===== src/rtl/core/cme_pkg.sv =====
// Shared types and constants for the CMAC mode engine.
`timescale 1ns / 1ps

package cme_pkg;

	localparam int BLOCK_BYTES = 16;
	localparam int BLOCK_BITS  = 8 * BLOCK_BYTES;
	localparam int WORD_BITS   = 64;
	localparam int COUNT_BITS  = 5;

	// Reduction constant for doubling in GF(2^128)
	localparam logic [7:0] RB_CONST = 8'h87;
	// First byte of the padding on a short last block
	localparam logic [7:0] PAD_BYTE = 8'h80;

	// Configuration register indexes
	typedef enum logic [0:0] {
		CFG_KEY_HIGH = 1'b0,
		CFG_KEY_LOW  = 1'b1
	} cfg_index_t;

	// One message block request
	typedef struct packed {
		logic [WORD_BITS-1:0]  data_high;
		logic [WORD_BITS-1:0]  data_low;
		logic [COUNT_BITS-1:0] byte_count;
		logic                  last_block;
	} in_t;

	// One MAC result
	typedef struct packed {
		logic [WORD_BITS-1:0] mac_high;
		logic [WORD_BITS-1:0] mac_low;
		logic                 length_error;
	} out_t;

	// Chaining state handed between the datapath and the top level
	typedef struct packed {
		logic [BLOCK_BITS-1:0] chain;
		logic                  error_seen;
	} chain_state_t;

endpackage


===== src/rtl/core/cme_block_datapath.sv =====
// Per-block CMAC datapath: masking, padding, subkeys, chain update and MAC.
`timescale 1ns / 1ps

module cme_block_datapath
	import cme_pkg::*;
(
	input  in_t                   blk,
	input  logic [BLOCK_BITS-1:0] key,
	input  chain_state_t          cur,
	output chain_state_t          nxt,
	output out_t                  mac
);

	logic [COUNT_BITS-1:0] count;
	logic                  is_full;
	logic [BLOCK_BITS-1:0] data;
	logic [BLOCK_BITS-1:0] masked;
	logic [BLOCK_BITS-1:0] padded;
	logic [BLOCK_BITS-1:0] k1;
	logic [BLOCK_BITS-1:0] k2;
	logic [BLOCK_BITS-1:0] last_in;
	logic [BLOCK_BITS-1:0] tag;

	// Clamp the count to a full block
	assign count   = (blk.byte_count > COUNT_BITS'(BLOCK_BYTES)) ?
		COUNT_BITS'(BLOCK_BYTES) : blk.byte_count;
	assign is_full = (count == COUNT_BITS'(BLOCK_BYTES));
	assign data    = {blk.data_high, blk.data_low};

	// Zero bytes past the count and place the pad byte right after them
	always_comb begin
		masked = '0;
		padded = '0;
		for (int i = 0; i < BLOCK_BYTES; i++) begin
			if (COUNT_BITS'(i) < count) begin
				masked[BLOCK_BITS-1-8*i -: 8] = data[BLOCK_BITS-1-8*i -: 8];
				padded[BLOCK_BITS-1-8*i -: 8] = data[BLOCK_BITS-1-8*i -: 8];
			end else if (COUNT_BITS'(i) == count) begin
				padded[BLOCK_BITS-1-8*i -: 8] = PAD_BYTE;
			end
		end
	end

	// Derive subkeys by doubling the key (stand-in cipher gives L = key)
	assign k1 = {key[BLOCK_BITS-2:0], 1'b0} ^
		(key[BLOCK_BITS-1] ? BLOCK_BITS'(RB_CONST) : '0);
	assign k2 = {k1[BLOCK_BITS-2:0], 1'b0} ^
		(k1[BLOCK_BITS-1] ? BLOCK_BITS'(RB_CONST) : '0);

	assign last_in = is_full ? (masked ^ k1) : (padded ^ k2);
	assign tag     = cur.chain ^ last_in ^ key;

	// Advance the chain, or clear it after the last block
	always_comb begin
		if (blk.last_block) begin
			nxt.chain      = '0;
			nxt.error_seen = 1'b0;
		end else begin
			nxt.chain      = cur.chain ^ masked ^ key;
			nxt.error_seen = cur.error_seen | ~is_full;
		end
	end

	assign mac.mac_high     = tag[BLOCK_BITS-1 -: WORD_BITS];
	assign mac.mac_low      = tag[WORD_BITS-1:0];
	assign mac.length_error = cur.error_seen;

endmodule


===== src/rtl/core/cmac_mode_engine.sv =====
// Top level of the CMAC mode engine: handshakes, key registers and chain state.
`timescale 1ns / 1ps

// Computes a 128-bit CMAC over 16-byte message blocks using a stand-in cipher
// (block XOR key). Blocks are accepted one per cycle into an input register;
// the chain update and MAC are combinational XOR logic from there, so the
// sustained rate is one block per clock, and a MAC is loaded into the output
// register as its last block leaves the input register. Only the last block
// of a message gives a result; a stalled result register holds back the
// input register only when it carries a last block. Write key_high (index 0)
// and key_low (index 1) while the engine is idle.
module cmac_mode_engine
	import cme_pkg::*;
(
	input  logic                 clk,
	input  logic                 arst_n,
	input  logic                 cfg_write,
	input  cfg_index_t           cfg_index,
	input  logic [WORD_BITS-1:0] cfg_data,
	input  logic                 in_valid,
	output logic                 in_ready,
	input  in_t                  in_data,
	output logic                 out_valid,
	input  logic                 out_ready,
	output out_t                 out_data
);

	logic [WORD_BITS-1:0] key_high_q;
	logic [WORD_BITS-1:0] key_low_q;
	chain_state_t         state_q;
	chain_state_t         state_nxt;
	logic                 valid_s1;
	in_t                  blk_s1;
	out_t                 mac_comb;
	logic                 out_valid_q;
	out_t                 out_q;
	logic                 out_free;
	logic                 adv_s1;

	// Hold the key registers
	always_ff @(posedge clk or negedge arst_n) begin
		if (!arst_n) begin
			key_high_q <= '0;
			key_low_q  <= '0;
		end else if (cfg_write) begin
			case (cfg_index)
				CFG_KEY_HIGH: key_high_q <= cfg_data;
				CFG_KEY_LOW:  key_low_q  <= cfg_data;
				default:      ;
			endcase
		end
	end

	// Advance the input stage unless a last block waits on a full output
	assign out_free = !out_valid_q || out_ready;
	assign adv_s1   = valid_s1 && (!blk_s1.last_block || out_free);
	assign in_ready = !valid_s1 || adv_s1;

	always_ff @(posedge clk or negedge arst_n) begin
		if (!arst_n) begin
			valid_s1 <= 1'b0;
		end else if (in_ready) begin
			valid_s1 <= in_valid;
		end
	end

	always_ff @(posedge clk) begin
		if (in_ready && in_valid) begin
			blk_s1 <= in_data;
		end
	end

	cme_block_datapath u_datapath (
		.blk (blk_s1),
		.key ({key_high_q, key_low_q}),
		.cur (state_q),
		.nxt (state_nxt),
		.mac (mac_comb)
	);

	// Update the chain as each block leaves the input stage
	always_ff @(posedge clk or negedge arst_n) begin
		if (!arst_n) begin
			state_q <= '0;
		end else if (adv_s1) begin
			state_q <= state_nxt;
		end
	end

	// Load the result register from a last block; drop it once taken
	always_ff @(posedge clk or negedge arst_n) begin
		if (!arst_n) begin
			out_valid_q <= 1'b0;
		end else if (adv_s1 && blk_s1.last_block) begin
			out_valid_q <= 1'b1;
		end else if (out_ready) begin
			out_valid_q <= 1'b0;
		end
	end

	always_ff @(posedge clk) begin
		if (adv_s1 && blk_s1.last_block) begin
			out_q <= mac_comb;
		end
	end

	assign out_valid = out_valid_q;
	assign out_data  = out_q;

	// A last block leaves the chain and error flag cleared
	assert property (@(posedge clk) disable iff (!arst_n)
		adv_s1 && blk_s1.last_block |=> state_q == '0)
		else $error("chain not cleared after last block");

	// A short block that is not last marks the message in error
	assert property (@(posedge clk) disable iff (!arst_n)
		adv_s1 && !blk_s1.last_block && blk_s1.byte_count < COUNT_BITS'(BLOCK_BYTES)
		|=> state_q.error_seen)
		else $error("short inner block did not set error");

	// An empty input stage always takes a new request
	assert property (@(posedge clk) disable iff (!arst_n)
		!valid_s1 |-> in_ready)
		else $error("input stalled while empty");

	// A result appears only from a last block leaving the input stage
	assert property (@(posedge clk) disable iff (!arst_n)
		!out_valid_q ##1 out_valid_q |-> $past(adv_s1 && blk_s1.last_block))
		else $error("result without a last block");

endmodule


===== config.mk =====
export PLATFORM = sky130hd
export DESIGN_NAME = cmac_mode_engine
export DESIGN_NICKNAME = d
export VERILOG_FILES = /design/src/rtl/core/cme_pkg.sv /design/src/rtl/core/cme_block_datapath.sv /design/src/rtl/core/cmac_mode_engine.sv
export SDC_FILE = /design/constraint.sdc
export NUM_CORES = 1
export LEC_CHECK = 0
export BUFFER_PORTS_ARGS = -buffer_cell sky130_fd_sc_hd__buf_2
export CORE_MARGIN = 4
export CORE_UTILIZATION = 35
export DETAILED_ROUTE_END_ITERATION = 7
export HOLD_SLACK_MARGIN = 0.06
export PLACE_DENSITY = 0.51
export SLEW_MARGIN = 20
export SYNTH_ARGS = -nofsm -noshare
export SYNTH_HDL_FRONTEND = slang
export SYNTH_SLANG_ARGS = --single-unit
export TNS_END_PERCENT = 30

===== constraint.sdc =====
create_clock -name clk -period 16.5 [get_ports clk]
set_clock_uncertainty 0.2 [all_clocks]
set_input_delay 0 -clock clk [delete_from_list [all_inputs] [get_ports clk]]
set_output_delay 0 -clock clk [all_outputs]
set_load 0.01 [all_outputs]

======== Word-level counts from Yosys, hierarchy flattened ========
Index checks and enable logic that the tools add are counted.
word-level totals
  flip-flop bits (word level) ............. 522
  input bits .............................. 204
cells by class
  equality and inequality tests ........... 16
  bitwise gates (word level) .............. 11
  reduce and logical (&&, ||, !) cells .... 13
  $lt $le $gt $ge ......................... 17
  multiplexer cells ....................... 55
operator list
  kind                number
  $xor 128x128->128   8
  $mux 8              50
  $mux 129            1
  $mux 128            1
  $eq 4x5->1 const A  8
  $lt 4x5->1 const A  8
  $eq 3x5->1 const A  4
  $lt 3x5->1 const A  4
  $eq 2x5->1 const A  2
  $lt 1x5->1 const A  2
  $lt 2x5->1 const A  2
  $eq 1x5->1 const A  1
  $eq 5x5->1 const B  1
  $gt 5x5->1 const B  1
  $logic_not 5->1     1
  $mux 5              1
  $reduce_and 2->1    2
  $logic_and 1x1->1   3
  $logic_not 1->1     3
  $logic_or 1x1->1    3
  $mux 1              2
  $not 1->1           2
  $reduce_bool 2->1   1
  $or 1x1->1          1

======== Depth between registers and ports, before layout ========
Gate-level depths: netlist (run 1).
  depth in word-level cells ............... 9
  gate-level depth with buffers ........... 9

======== Hierarchy ========
From an unflattened synthesis (run 1), not the netlist that was laid out.
unflattened totals
  cell total of the unflattened synthesis .. 2270
  area total of the unflattened synthesis .. 27936.8 µm²
modules (own cells, without submodules)
  module              times used  area an instance (µm²)  cells an instance  sequential area each (µm²)
  cmac_mode_engine    1           20802.5                 1277               14378.8
  cme_block_datapath  1           7134.3                  993                0.0

======== Least setup slack after synthesis (run 1) ========
OpenSTA, ideal clock, no wires.
  path kind ............................... reg2reg
  start point ............................. reg blk_s1[0] (netlist name)
  end point ............................... reg out_q, in the netlist out_data[0] (enable)
  arrival time ............................ 6.316 ns
  stages on the path, launching flop included .. 6
  clock period less this slack ............ 7.137 ns
  library setup time ...................... 0.621 ns
  path buffers ............................ 2
  slack ................................... 9.363 ns
  path through ............................ edfxtp_1 > buf_2 > nand3b_1 > nand2_1 > clkbuf_1 > nor2_1
on the way
  word-level cells in the longest chain between the ends .. 4
RTL lines
  what                    line                     RTL
  start, declared         cmac_mode_engine.sv:33   in_t blk_s1;
  start signal, assigned  cmac_mode_engine.sv:69   blk_s1 <= in_data;
  $logic_not 1->1         cmac_mode_engine.sv:56   assign adv_s1 = valid_s1 && (!blk_s1.last_block || out_free);
  $logic_or 1x1->1        cmac_mode_engine.sv:56
  $logic_and 1x1->1       cmac_mode_engine.sv:56
  $logic_and 1x1->1 (*)   cmac_mode_engine.sv:102  if (adv_s1 && blk_s1.last_block) begin
  end signal, assigned    cmac_mode_engine.sv:103  out_q <= mac_comb;
  end, declared           cmac_mode_engine.sv:36   out_t out_q;
Every way passes the cells marked *; elsewhere a longest branch is shown, timed or not.
A chain may end at the register's enable or synchronous reset.

======== Worst setup path after layout (run 1) ========
  start point ............................. reg blk_s1[0] (netlist name)
  end point ............................... reg out_q, in the netlist out_data[40] (enable)
Same word-level chain as after synthesis.

==> flow_summary.ini, run 1 <==
[hold_path]
min_path_cells = 3
whs_endpoint = key_high_q[52]
min_path_type = in -> reg
worstHoldStart = cfg_data[52]

[clock_network]
clk_pin_slew_ns = 0.06
ctsResizeCount = 0
clk_latency_ns = 0.61
clock_path_buffers = 3
cts_sinks = 522
htreeDepth = 2
cts_setup_buffers = 0
cts_made_buffers = 60
root_buffer = clkbuf_16
cts_tree = built

[critical_path]
cp-start-kind = register
path_cells = buf_4 -> inv_2 -> buf_4 -> nor2_4 -> buf_4 -> buf_4
slowest_delay_ns = 0.71
ff2ff_path_depth = 6
worstPathMaxFanout = 70
cpMostUsedCell = buf_4
r2r_slack_ns = 12.99
critPathSlowestCell = buf_4
setup.worst_path.class = reg -> reg
r2r_end = out_data[40]
endpoint_kind = register
arrival_ns = 3.55
worst_ep_required_time_ns = 16.54
r2r_start = blk_s1[0]

[routing]
dr.pass1.iters = 5
first_iter_violations = 1144
avgViaCountPerCell = 4.90
wirelength_um = 77000
wl_per_cell_um = 20.9
vias = 18100
postRouteAntennaNets = 0
drc = 0

[logic_synthesis]
ys.warnings.count = 0
synth_edf_count = 263
synth_top_family_by_area = XOR/XNOR gates
netlist_instances = 1979
synth.distinct_cells = 50
syn_nets = 2183
netlist_area_mm2 = 0.0246
synth_ff_type = edfxtp_1
synth-compound-area-share_pct = 7.58
ys_ff_latch = 522
avgSynthCellArea_um2 = 12.4
synthSimpleGateAreaFrac_pct = 5.81
synthMuxAreaShare_pct = 10.2
synthAdderAreaFrac_pct = 0
ys_seq_area_share_pct = 58.4
synth-xor-area-share_pct = 15.1
async_reset_ff_share_pct = 49.6

[timing]
tns_ns = 0
fin_crit_sh_pct = 21.3
slew_headroom_pct = 27.3
hold_violations = 0
rsz0062_at_grt = no
setup_viol = 0
finalCriticalPeriod_ns = 3.51
drv_slew = 0
max_freq_ghz = 0.285
worst_pin_slew_ns = 1.09

[place]
portBuffers = 334
globalplace.congestion = 0.780
hpwl_um = 48000
placed_cell_area_mm2 = 0.0272

[power_and_ir_drop]
ir_drop_v = 0.0000811
leakage_nw = 13.6
power_density_mw_per_mm2 = 126

[floorplan]
ios = 335
dieArea_mm2 = 0.0746
die_w_um = 273
die_h_um = 273
design.core.area_mm2 = 0.0692
start_util_pct = 35.6
rows = 96

[global_routing]
grt_pass1_vias = 19100
grt_overflow_total = 0
grt_max_degree = 124
antenna_found_initial = 2
grt_usage_pct = 20.3
grt_first_pass_wirelength_um = 116000

[cells_and_area]
layout_common_cells = 407 x dlygate4sd3_1, 333 x buf_2, 278 x xnor2_1
drive_above_1_share_pct = 21.5
mostFrequentLayoutCell = dlygate4sd3_1
num-fill-cells = 6235
areaGrowthSynthToFinish_pct = 35.5
fin_nets = 2909
stdcell_area_mm2 = 0.0334

[status]
status = completed

[job]
drv_cap = 0
[where the power goes]
group	internal (W)	switching [W]
sequential	0.00166	0.000210
clock	0.000815	0.000550
combinational	0.000501	0.000465
total	0.00297	0.00123
[synthesized netlist by cell type (2+ instances only)]
| cell type | number | area, um2 |
|---|---|---|
| or3_1 | 73 | 457 |
| inv_1 | 73 | 274 |
| dfrtp_1 | 259 | 6480 |
| nand2_1 | 127 | 477 |
| buf_2 | 31 | 155 |
| clkbuf_1 | 62 | 233 |
| nor3_1 | 7 | 35.0 |
| o21bai_1 | 2 | 15.0 |
| a21o_1 | 2 | 15.0 |
| o21ai_1 | 10 | 50.1 |
| a221o_1 | 2 | 20.0 |
| nand3_1 | 33 | 165 |
| buf_4 | 2 | 15.0 |
| nor2_1 | 45 | 169 |
| edfxtp_1 | 263 | 7900 |
| o21a_1 | 4 | 30.0 |
| buf_6 | 2 | 22.5 |
| and2_1 | 2 | 12.5 |
| o21ai_0 | 159 | 796 |
| a211o_1 | 2 | 17.5 |
| nor2b_1 | 4 | 25.0 |
| xor2_1 | 147 | 1290 |
| xnor2_1 | 278 | 2430 |
| o311ai_0 | 15 | 131 |
| a21oi_1 | 83 | 415 |
| mux2_2 | 128 | 1440 |
| nand3b_1 | 2 | 15.0 |
| or2_2 | 2 | 12.5 |
| mux2i_1 | 107 | 1070 |
| a22o_1 | 32 | 280 |
| nor4b_1 | 2 | 17.5 |
[layer usage]
layer | wire length (um) | up-vias | global-route usage (%)
met5 | 8 | - | 0
li1 | - | 8365 | -
met1 | 33500 | 9098 | 26.6
met4 | 1940 | 2 | 5.92
met2 | 37700 | 483 | 34.9
met3 | 3840 | 116 | 3.08
[how the worst max path moves through the flow]
stage,end,slack [ns],start,cells past startpoint
after detailed placement,out_data[47],12.99,blk_s1[0],6
after global routing,state_q[97],12.82,blk_s1[5],7
after CTS,out_data[40],12.97,blk_s1[0],6
after global placement,out_data[40],13.04,blk_s1[0],6
after floorplan,out_data[0],9.36,blk_s1[0],5
final,out_data[40],12.99,blk_s1[0],6
[per-stage QoR]
stage | total power [W] | setup slack (ns) | utilization (%) | cells | hold WS (ns)
finish | 0.00420 | 12.99 | 48.2 | 3687 | 0.114
global route | 0.00442 | 12.82 | 48.2 | 3686 | 0.0873
CTS | 0.00424 | 12.97 | 48.2 | 3686 | 0.0750
detailed placement | 0.00279 | 12.99 | 39.4 | 3166 | -0.172
global placement | 0.00276 | 13.04 | 39.4 | 3166 | -0.164
floorplan | 0.00248 | 9.36 | - | 1979 | -0.496
[state kept, by name, summed over array words and instances, names as in the netlist]
register	flops
key_low_q	64
state_q	129
out_data	129
key_high_q	64
out_valid	1
valid_s1	1
blk_s1	134
[kinds of logic (layout without fill, tap and decap cells)]
group,count (synthesis),in the layout
XOR/XNOR,425,425
multiplexers,235,235
buffers and inverters,172,948
flip-flops,522,522
other,0,1
AO/OA/AOI/OAI,322,322
AND/OR/NAND/NOR,303,303
[critical path: cells and delay by family, from the launching register on]
kind | cells | cell delay (ns)
buffers and inverters | 5 | 2.31
DFF | 1 | 0.31
and+or+nand+nor | 1 | 0.23
[cell type report]
class / instances / area [um2] / area share [%]
antenna: 1 / 2.50 / 0.00750
clock buffer: 86 / 1760 / 5.28
clock inverter: 26 / 258 / 0.772
inverter: 74 / 278 / 0.832
multi-input combinational: 1285 / 9580 / 28.7
sequential: 522 / 14400 / 43.1
tap: 931 / 1160 / 3.49
timing repair buffer: 762 / 5950 / 17.8
[repair_timing]
action                     in CTS  in global routing
hold buffers                  408                  0
setup endpoints to repair       0                  0
hold endpoints to repair      589                  0
Note: power is estimated with default switching activity, not from simulation.
==> run 2, diff against run 1 <==
clock period = 3.3 ns   (was 16.5 ns; I/O delays follow)
==> run 2 against run 1 <==
Net effect: combinational power rose to 5.1 times the previous value; non-clock buffer count increased by 21; core utilization up 0.16 points; fmax is 26% higher; hold slack worse by 0.041 ns; sequential power rose to 5.0 times the previous value; clock power rose to 4.7 times the previous value; global-route usage is 0.36 points higher; final area up 0.33%; power increased to 4.9 times the previous value.
==> flow_summary.ini, run 2 (synthesis gave the netlist of run 1 again) <==
[routing]
avgViaCountPerCell = 4.88
wl_per_cell_um = 21.2
vias = 18100
first_iter_violations = 985
postRouteAntennaNets = 0
drc = 0
wirelength_um = 78700
dr.pass1.iters = 5

[clock_network]
cts_tree = built
root_buffer = clkbuf_16
clock_path_buffers = 3
cts_made_buffers = 60
postCtsHoldBufs = 402
ctsResizeCount = 0
clk_pin_slew_ns = 0.06
htreeDepth = 2
cts_setup_buffers = 0
cts_sinks = 522
clk_latency_ns = 0.63

[floorplan]
start_util_pct = 35.6
rows = 96
design.core.area_mm2 = 0.0692
dieArea_mm2 = 0.0746
ios = 335
die_h_um = 273
die_w_um = 273

[global_routing]
busiest_layer = met2
grt_pass1_vias = 19200
grt_util_met2_pct = 37.2
grt_overflow_total = 0
grt_usage_pct = 20.7
grt_max_degree = 97
antenna_found_initial = 3
gr-usage-met3_pct = 3.04
grt_first_pass_wirelength_um = 117000
use_met1_pct = 25.4

[cells_and_area]
fin_nets = 2930
top_register = blk_s1
mostFrequentLayoutCell = dlygate4sd3_1
final_cells = 3709
areaGrowthSynthToFinish_pct = 36.0
layout_common_cells = 402 x dlygate4sd3_1, 333 x buf_2, 278 x xnor2_1
drive_above_1_share_pct = 21.9
stdcell_area_mm2 = 0.0335
largest_reg_flops = 134

[status]
status = completed

[power_and_ir_drop]
p_comb_share_pct = 23.9
p_sw_share_pct = 29.9
p_sw_w = 0.00620
clockPowerShare_pct = 31.2
power_density_mw_per_mm2 = 619
ir_drop_v = 0.000404
leakage_nw = 13.7
p_seq_share_pct = 44.9
total_power_w = 0.0207
p_int_w = 0.0145

[timing]
max_freq_ghz = 0.358
rsz0062_at_grt = no
hold_violations = 0
finalCriticalPeriod_ns = 2.79
worst_pin_slew_ns = 1.03
fin_crit_sh_pct = 84.6
setup_viol = 0
tns_ns = 0
drv_slew = 0
slew_headroom_pct = 31.2

[critical_path]
worst_ep_required_time_ns = 3.46
r2r_slack_ns = 0.51
cp-startpoint = blk_s1[4]
setup.worst_path.class = reg -> reg
arrival_ns = 2.96
r2r_start = blk_s1[4]
r2r_end = out_data[88]
cp-endpoint = out_data[88]
worstPathMaxFanout = 17
critPathSlowestCell = nor4b_1
endpoint_kind = register
slowest_delay_ns = 0.69
path_cells = buf_4 -> nor4b_1 -> a22oi_1 -> xor2_1 -> o21ai_0 -> xnor2_1
ff2ff_path_depth = 6
cp-start-kind = register

[hold_path]
min_path_cells = 3
min_path_type = in -> reg

[place]
globalplace.congestion = 0.832
numPlacedInstances = 3193
portBuffers = 334
placed_cell_area_mm2 = 0.0276
hpwl_um = 52100

[job]
drv_cap = 0
==> run 2: how the worst min path moves through the flow <==
stage | from | to | slack, ns
6_report | cfg_data[27] | key_high_q[27] | 0.07
5_1_grt | cfg_data[32] | key_low_q[32] | 0.06
4_1_cts | cfg_data[23] | key_high_q[23] | 0.06
3_5_place_dp | arst_n | state_q[52] | -0.06
3_3_place_gp | arst_n | state_q[52] | -0.06
2_1_floorplan | arst_n | key_high_q[0] | -0.50
==> run 2: critical path, delay by kind of cell (launching register included) <==
family,cells,cell delay [ns]
flip-flops,1,0.67
AO/OA/AOI/OAI,2,0.42
AND/OR/NAND/NOR,1,0.69
buffers and inverters,1,0.29
XOR/XNOR,2,0.27
==> run 2: per-layer routing <==
metal  wire length (um)  up-vias
li1                   -     8425
met1              32100     9068
met2              40100      499
met3               3950      118
met4               2450        4
met5                 26        -
==> run 2: power groups by stage <==
stage	sequential [W]	combinational (W)	clock, W
after floorplan	0.00922	0.00314	0
after global placement	0.00939	0.00449	0
after detailed placement	0.00942	0.00461	0
after CTS	0.00931	0.00501	0.00664
after global routing	0.00944	0.00543	0.00690
final	0.00931	0.00495	0.00646
==> run 2: final cells by class <==
type,instances,area [um2]
Fill cell,6164,35700
Sequential cell,522,14400
Multi-Input combinational cell,1285,9570
Timing Repair Buffer,783,6200
Clock buffer,92,1730
Tap cell,931,1160
Inverter,74,278
Clock inverter,21,151
Antenna cell,1,2.50
==> run 2: metrics by stage <==
| stage | utilization [%] | hold WS [ns] | setup slack [ns] |
|---|---|---|---|
| final | 48.4 | 0.0737 | 0.508 |
| after global routing | 48.4 | 0.0639 | 0.358 |
| after CTS | 48.4 | 0.0614 | 0.492 |
| after detailed placement | 39.8 | -0.0648 | 0.529 |
| after global placement | 39.8 | -0.0558 | 0.509 |
| after floorplan | - | -0.496 | -0.0949 |
